### src/rtl/core/tlaik_pkg.sv
// ----------------------------------------------------------------------------
// tlaik_pkg
// Shared types, codes and constants of the two-link arm inverse kinematics unit.
// ----------------------------------------------------------------------------
package tlaik_pkg;

    // default parameter values
    localparam int FRAC_BITS_DEF     = 12;
    localparam int CORDIC_STAGES_DEF = 14;

    // cordic working widths
    localparam int CW             = 44;
    localparam int ZW             = 33;
    localparam int TAB_LEN        = 24;
    localparam int NORM_STEPS     = 6;
    localparam int NORM_LIMIT_LOG = 40;

    // status codes
    localparam logic [1:0] ST_OK      = 2'd0;
    localparam logic [1:0] ST_UNREACH = 2'd1;
    localparam logic [1:0] ST_DIV0    = 2'd2;

    // register indexes
    localparam logic [1:0] CFG_UPPER = 2'd0;
    localparam logic [1:0] CFG_LOWER = 2'd1;
    localparam logic [1:0] CFG_FLIP  = 2'd2;

    typedef struct packed {
        logic signed [15:0] reach_distance;
        logic signed [15:0] target_height;
    } tlaik_in_t;

    typedef struct packed {
        logic signed [15:0] shoulder_angle;
        logic signed [15:0] elbow_angle;
        logic [1:0]         status;
    } tlaik_out_t;

    // per-word side data that travels down the pipe
    typedef struct packed {
        logic signed [15:0] dd;
        logic signed [15:0] hh;
        logic [1:0]         status;
        logic               neg;
    } tlaik_side_t;

    // arctangent of 2^-idx with 30 fraction bits
    function automatic logic [31:0] atan_entry(input int idx);
        logic [31:0] val;
        unique case (idx)
            0:       val = 32'd843314856;
            1:       val = 32'd497837829;
            2:       val = 32'd263043836;
            3:       val = 32'd133525158;
            4:       val = 32'd67021686;
            5:       val = 32'd33543515;
            6:       val = 32'd16775850;
            7:       val = 32'd8388437;
            8:       val = 32'd4194282;
            9:       val = 32'd2097149;
            10:      val = 32'd1048575;
            11:      val = 32'd524287;
            12:      val = 32'd262143;
            13:      val = 32'd131071;
            14:      val = 32'd65535;
            15:      val = 32'd32767;
            16:      val = 32'd16383;
            17:      val = 32'd8191;
            18:      val = 32'd4095;
            19:      val = 32'd2047;
            20:      val = 32'd1023;
            21:      val = 32'd511;
            22:      val = 32'd255;
            23:      val = 32'd127;
            default: val = 32'd0;
        endcase
        return val;
    endfunction

endpackage

### src/rtl/core/tlaik_sqrt.sv
// ----------------------------------------------------------------------------
// tlaik_sqrt
// Pipelined floor integer square root, one result bit a stage.
// ----------------------------------------------------------------------------
module tlaik_sqrt
    import tlaik_pkg::*;
#(
    parameter int FRAC_BITS = FRAC_BITS_DEF
)
(
    input  logic                 clk,
    input  logic                 rst_n,
    input  logic                 in_valid,
    input  tlaik_side_t          in_side,
    input  logic [FRAC_BITS:0]   in_adq,
    input  logic [2*FRAC_BITS:0] in_rad,
    output logic                 out_valid,
    output tlaik_side_t          out_side,
    output logic [FRAC_BITS:0]   out_adq,
    output logic [FRAC_BITS:0]   out_root
);

    localparam int NS = FRAC_BITS + 1;
    localparam int RW = 2 * FRAC_BITS + 2;

    logic                valid_reg [NS];
    tlaik_side_t         side_reg  [NS];
    logic [FRAC_BITS:0]  adq_reg   [NS];
    logic [RW-1:0]       rem_reg   [NS];
    logic [FRAC_BITS:0]  root_reg  [NS];

    genvar k;
    for (k = 0; k < NS; k++)
    begin : g_stage
        localparam int B = FRAC_BITS - k;
        logic               valid_in;
        tlaik_side_t        side_in;
        logic [FRAC_BITS:0] adq_in;
        logic [RW-1:0]      rem_in;
        logic [FRAC_BITS:0] root_in;
        logic [RW-1:0]      trial;
        logic               take;
        logic [RW-1:0]      rem_next;
        logic [FRAC_BITS:0] root_next;

        if (k == 0)
        begin : g_first
            assign valid_in = in_valid;
            assign side_in  = in_side;
            assign adq_in   = in_adq;
            assign rem_in   = RW'(in_rad);
            assign root_in  = '0;
        end
        else
        begin : g_next
            assign valid_in = valid_reg[k-1];
            assign side_in  = side_reg[k-1];
            assign adq_in   = adq_reg[k-1];
            assign rem_in   = rem_reg[k-1];
            assign root_in  = root_reg[k-1];
        end

        // try setting bit B: needs 2*root*2^B + 4^B out of the remainder
        always_comb
        begin
            trial     = (RW'(root_in) << (B + 1)) + (RW'(1) << (2 * B));
            take      = (rem_in >= trial);
            rem_next  = take ? (rem_in - trial) : rem_in;
            root_next = root_in;
            root_next[B] = take;
        end

        always_ff @(posedge clk or negedge rst_n)
        begin
            if (!rst_n)
            begin
                valid_reg[k] <= 1'b0;
            end
            else
            begin
                valid_reg[k] <= valid_in;
            end
        end

        always_ff @(posedge clk)
        begin
            side_reg[k] <= side_in;
            adq_reg[k]  <= adq_in;
            rem_reg[k]  <= rem_next;
            root_reg[k] <= root_next;
        end
    end

    assign out_valid = valid_reg[NS-1];
    assign out_side  = side_reg[NS-1];
    assign out_adq   = adq_reg[NS-1];
    assign out_root  = root_reg[NS-1];

endmodule

### config.mk
export PLATFORM = sky130hd
export DESIGN_NAME = tlaik_sqrt
export DESIGN_NICKNAME = d
export VERILOG_FILES = /design/src/rtl/core/tlaik_pkg.sv /design/src/rtl/core/tlaik_sqrt.sv
export SDC_FILE = /design/constraint.sdc
export NUM_CORES = 1
export LEC_CHECK = 0
export ABC_AREA = 1
export BUFFER_PORTS_ARGS = -buffer_cell sky130_fd_sc_hd__buf_2
export CAP_MARGIN = 25
export CORE_MARGIN = 8
export CORE_UTILIZATION = 59
export DETAILED_ROUTE_END_ITERATION = 8
export GPL_ROUTABILITY_DRIVEN = 0
export PLACE_DENSITY = 0.77
export SYNTH_ARGS = -nofsm -noshare
export SYNTH_HDL_FRONTEND = slang
export SYNTH_SLANG_ARGS = --single-unit
### constraint.sdc
create_clock -name clk -period 2.4 [get_ports clk]
set_clock_uncertainty 0.2 [all_clocks]
set_input_delay 0.48 -clock clk [delete_from_list [all_inputs] [get_ports clk]]
set_output_delay 0.48 -clock clk [all_outputs]
set_load 0.01 [all_outputs]
==> tab_implementation.tex <==
\begin{tabular}{lr}
\hline
Metric & Value \\
\hline
\multicolumn{2}{l}{\textbf{Timing}} \\
\quad Minimum clock period & 2340 ps \\
\quad Worst path setup slack after routing & 58.0 ps \\
\quad Number of max-slew violations in the final report & 0 \\
\quad Max Freq & 0.427 GHz \\
\quad Setup violation total in the final timing report & 0 \\
\quad Worst Hold Slack & 41.0 ps \\
\quad Max transition margin & 64.5\% \\
\quad Transition time at the pin with the least slew margin & 529 ps \\
\quad Number of failing hold endpoints at the final stage & 0 \\
\quad Crit share post-route & 97.6\% \\
\multicolumn{2}{l}{\textbf{Place}} \\
\quad Buffers on Ports & 137 \\
\quad DP HPWL & 39.2 mm \\
\quad Placed standard-cell area & 0.0318 mm² \\
\quad Dpl ws & 77.2 ps \\
\quad Total instance count after detailed placement & 3745 \\
\multicolumn{2}{l}{\textbf{Drt}} \\
\quad Routed WL per cell & 15.0 µm \\
\quad Top Layer Used & met4 \\
\quad Metal2 WL & 31.7 mm \\
\quad DR vias/cell & 4.89 \\
\quad Total via count in the routed design & 19600 \\
\quad Post-route ant nets & 0 \\
\quad Remaining DRCs & 0 \\
\quad M1 wire length & 22.6 mm \\
\quad Detailed Route Iter0 Violations & 1124 \\
\quad WL met3 & 3.17 mm \\
\quad Detailed-router iteration count before antenna repair & 8 \\
\quad Wirelength, routed & 60.1 mm \\
\multicolumn{2}{l}{\textbf{Die}} \\
\quad Die width & 243 µm \\
\quad Io pins & 138 \\
\quad Count of standard-cell rows & 83 \\
\quad Vertical die dimension & 243 µm \\
\quad Core footprint & 0.0512 mm² \\
\quad Die Area & 0.0591 mm² \\
\quad Starting utilization of the core area & 59.4\% \\
\multicolumn{2}{l}{\textbf{Global routing}} \\
\quad Maximum number of pins on one net before global-route repair & 26 \\
\quad Number of global-route vias before repair & 20400 \\
\quad Antenna violations before repair & 1 \\
\quad Global route total overflow & 0 \\
\quad First-pass GRT wire length & 98.0 mm \\
\quad All-Layer GR Usage & 20.2\% \\
\multicolumn{2}{l}{\textbf{Worst setup path}} \\
\quad Crit. path cell count & 10 \\
\quad Kind of critical path & reg2reg \\
\quad Type of element launching the critical path & register \\
\quad Sum of buffers and inverters on the critical path & 2 \\
\quad Worst setup EP type & register \\
\quad Launch point of the worst path & root\_reg[1][22]\$\_DFF\_P\_ \\
\quad Source of the worst register-to-register timing path & root\_reg[1][22]\$\_DFF\_P\_ \\
\quad Worst Path Max Fanout & 5 \\
\quad Worst reg2reg endpoint & rem\_reg[5][18]\$\_DFF\_P\_ \\
\quad Cell family with most CP delay & simple AND/OR/NAND/NOR gates \\
\quad Worst stage delay on the critical path & 380 ps \\
\quad Register-to-register path setup slack & 60 ps \\
\quad Data required, critical path & 2700 ps \\
\quad CP max-delay cell & sky130\_fd\_sc\_hd\_\_dfxtp\_1 \\
\quad Worst Reg-to-Reg Cells & 10 \\
\quad Signal arrival time at the worst endpoint & 2640 ps \\
\quad End point of the critical path & rem\_reg[5][18]\$\_DFF\_P\_ \\
\quad List of cells traversed by the critical path & inv\_1, ha\_1, nand2\_1, inv\_2, a21oi\_2, nor2\_1, nor2\_2, nand2\_4, nor2b\_2, a21oi\_1 \\
\multicolumn{2}{l}{\textbf{Clocking}} \\
\quad Post-CTS clock slew at the launch and capture registers of the worst setup and hold paths & 70 ps \\
\quad Total number of clock tree sinks & 1040 \\
\quad Clock tree root buffer cell & sky130\_fd\_sc\_hd\_\_clkbuf\_16 \\
\quad Total clock buffers created by CTS & 94 \\
\quad Clock tree from TritonCTS & done \\
\quad Clock latency of the later-clocked register in the worst-skew pair & 660 ps \\
\quad Depth of the CTS H-tree & 3 \\
\quad Maximum number of buffers from clock root to sink & 3 \\
\multicolumn{2}{l}{\textbf{Pwr}} \\
\quad Peak VDD IR & 0.789 mV \\
\quad Static Leak & 0.0172 µW \\
\quad Pwr dens & 1280 mW/mm² \\
\multicolumn{2}{l}{\textbf{Synthesis}} \\
\quad Prevailing post-synth register cell & sky130\_fd\_sc\_hd\_\_dfxtp\_1 \\
\quad Distinct cell type count of the synthesized netlist & 51 \\
\quad Gate count of the mapped netlist & 2947 \\
\quad Portion of the post-synthesis area used by sequential elements & 68.6\% \\
\quad \#FFs+latches synth & 1040 \\
\quad YS warnings & 0 \\
\quad Mapped cell area & 0.0304 mm² \\
\quad Mean cell area of the mapped netlist & 10.3 µm² \\
\quad Post-synth ARST share & 1.25\% \\
\quad Post-synth EDFFs & 0 \\
\multicolumn{2}{l}{\textbf{Layout}} \\
\quad Number of filler cells placed in the layout & 3474 \\
\quad Area growth syn-to-layout & 18.6\% \\
\quad Final std cell area, no fill & 0.0361 mm² \\
\quad Utilization after layout & 70.5\% \\
\quad Area of combinational cells with multiple inputs & 0.00806 mm² \\
\quad Largest register FFs & 455 \\
\quad FF+latch area & 0.0209 mm² \\
\quad Net count of the finished layout & 3417 \\
\quad Fin cells & 4002 \\
\quad Share of final-layout standard cells stronger than drive strength 1 & 12.9\% \\
\multicolumn{2}{l}{\textbf{Hold path}} \\
\quad Path type of the worst min-delay path & in2async \\
\multicolumn{2}{l}{\textbf{Job}} \\
\quad Max Cap Viol & 0 \\
\multicolumn{2}{l}{\textbf{Outcome}} \\
\quad Outcome & complete, no violations \\
\hline
\end{tabular}
[power breakdown]
group          switching [µW]  internal, µW
clock                    6520          9290
sequential               1450         19500
combinational            6050          3500
[layout make-up]
class                   instances  share of cell area (%)
diodes                          1                 0.00693
clock buffers                 126                    7.32
clock inverters                50                    2.13
inverters                     356                    3.75
multi-input cells            1525                    22.3
flip-flops and latches       1040                    57.9
well taps                     680                    2.36
repair buffers                223                    4.24
repair inverters                1                  0.0243
[cell families after synthesis]
logic type	Yosys count	share of synthesized area (%)
simple gates	1182	16.5
flops	1040	68.6
buf+inv	386	5.24
compound gates	167	3.43
fa+ha+maj	100	4.11
xor+xnor	71	2.04
other cells	1	0.0123
[repair_timing]
| item | in CTS | in global routing |
|---|---|---|
| buffers inserted | 0 | 1 |
| endpoints found under the setup margin | 0 | 73 |
| hold endpoints to repair | 87 | 0 |
| hold buffers | 75 | 0 |
| resized for setup | 0 | 22 |
[synth_stat cells (21+ instances only)]
cell	n	area share (%)
sky130_fd_sc_hd__dfxtp_1	1027	68
sky130_fd_sc_hd__nor3_1	23	0.38
sky130_fd_sc_hd__xnor2_1	24	0.69
sky130_fd_sc_hd__nand2_1	676	8.3
sky130_fd_sc_hd__xor2_1	47	1.4
sky130_fd_sc_hd__a21oi_1	67	1.1
sky130_fd_sc_hd__nand3b_1	21	0.52
sky130_fd_sc_hd__nand3_1	120	2.0
sky130_fd_sc_hd__a21oi_2	31	0.89
sky130_fd_sc_hd__ha_1	100	4.1
sky130_fd_sc_hd__inv_1	340	4.2
sky130_fd_sc_hd__o21ai_0	36	0.59
sky130_fd_sc_hd__nor2_1	241	3.0
sky130_fd_sc_hd__nand4_1	39	0.80
[metal layers]
metal / global-route usage [%] / up-vias
li1: - / 9753
met1: 21.1 / 8951
met2: 38.0 / 677
met3: 4.03 / 186
met4: 10.1 / 0
met5: 0 / -
[per-stage QoR]
step | setup TNS, ps | power (µW)
3_3_place_gp | 0 | 30000
2_1_floorplan | 0 | 27900
3_5_place_dp | 0 | 30300
5_1_grt | -13.3 | 49000
6_report | 0 | 46300
4_1_cts | 0 | 46300
[layout by cell type (no fill, tap or decap), drive strengths merged, types with 5 or more instances in the layout]
cell type,netlist,final
or2,9,9
nor2,252,252
bufinv,0,13
clkbuf,1,126
nor2b,2,5
clkinvlp,0,12
nand3,123,123
ha,100,100
nor3,25,25
nand4,40,40
dfxtp,1027,1027
clkinv,2,23
buf,29,148
o21ai,53,53
and2,5,5
dfrtp,13,13
xnor2,24,24
nand3b,21,21
inv,354,359
a21oi,98,98
dlygate4sd3,0,75
nand2,695,695
xor2,47,47
nor4,9,9
[worst register-to-register path: cells and delay by family (launching register included)]
family | cells | cell delay (ps)
and+or+nand+nor | 5 | 920
DFF | 1 | 380
adders and majority gates | 1 | 340
AOI/OAI and AO/OA | 2 | 270
buffers and inverters | 2 | 110
[worst min path at each step]
stage | startpoint | end | slack (ps) | cells past startpoint
detailed placement | adq_reg[0][41]$_DFF_P_ | adq_reg[0][54]$_DFF_P_ | 110 | 0
global placement | side_reg[0][227]$_DFF_P_ | side_reg[0][262]$_DFF_P_ | 110 | 0
finish | rst_n | g_stage[12].valid_in$_DFF_PN0_ | 40 | 2
floorplan | rst_n | g_stage[10].valid_in$_DFF_PN0_ | -20 | 0
global route | rst_n | g_stage[12].valid_in$_DFF_PN0_ | 30 | 2
CTS | rst_n | g_stage[11].valid_in$_DFF_PN0_ | 2 | 2
No activity file was read; power rests on OpenSTA's default activity.
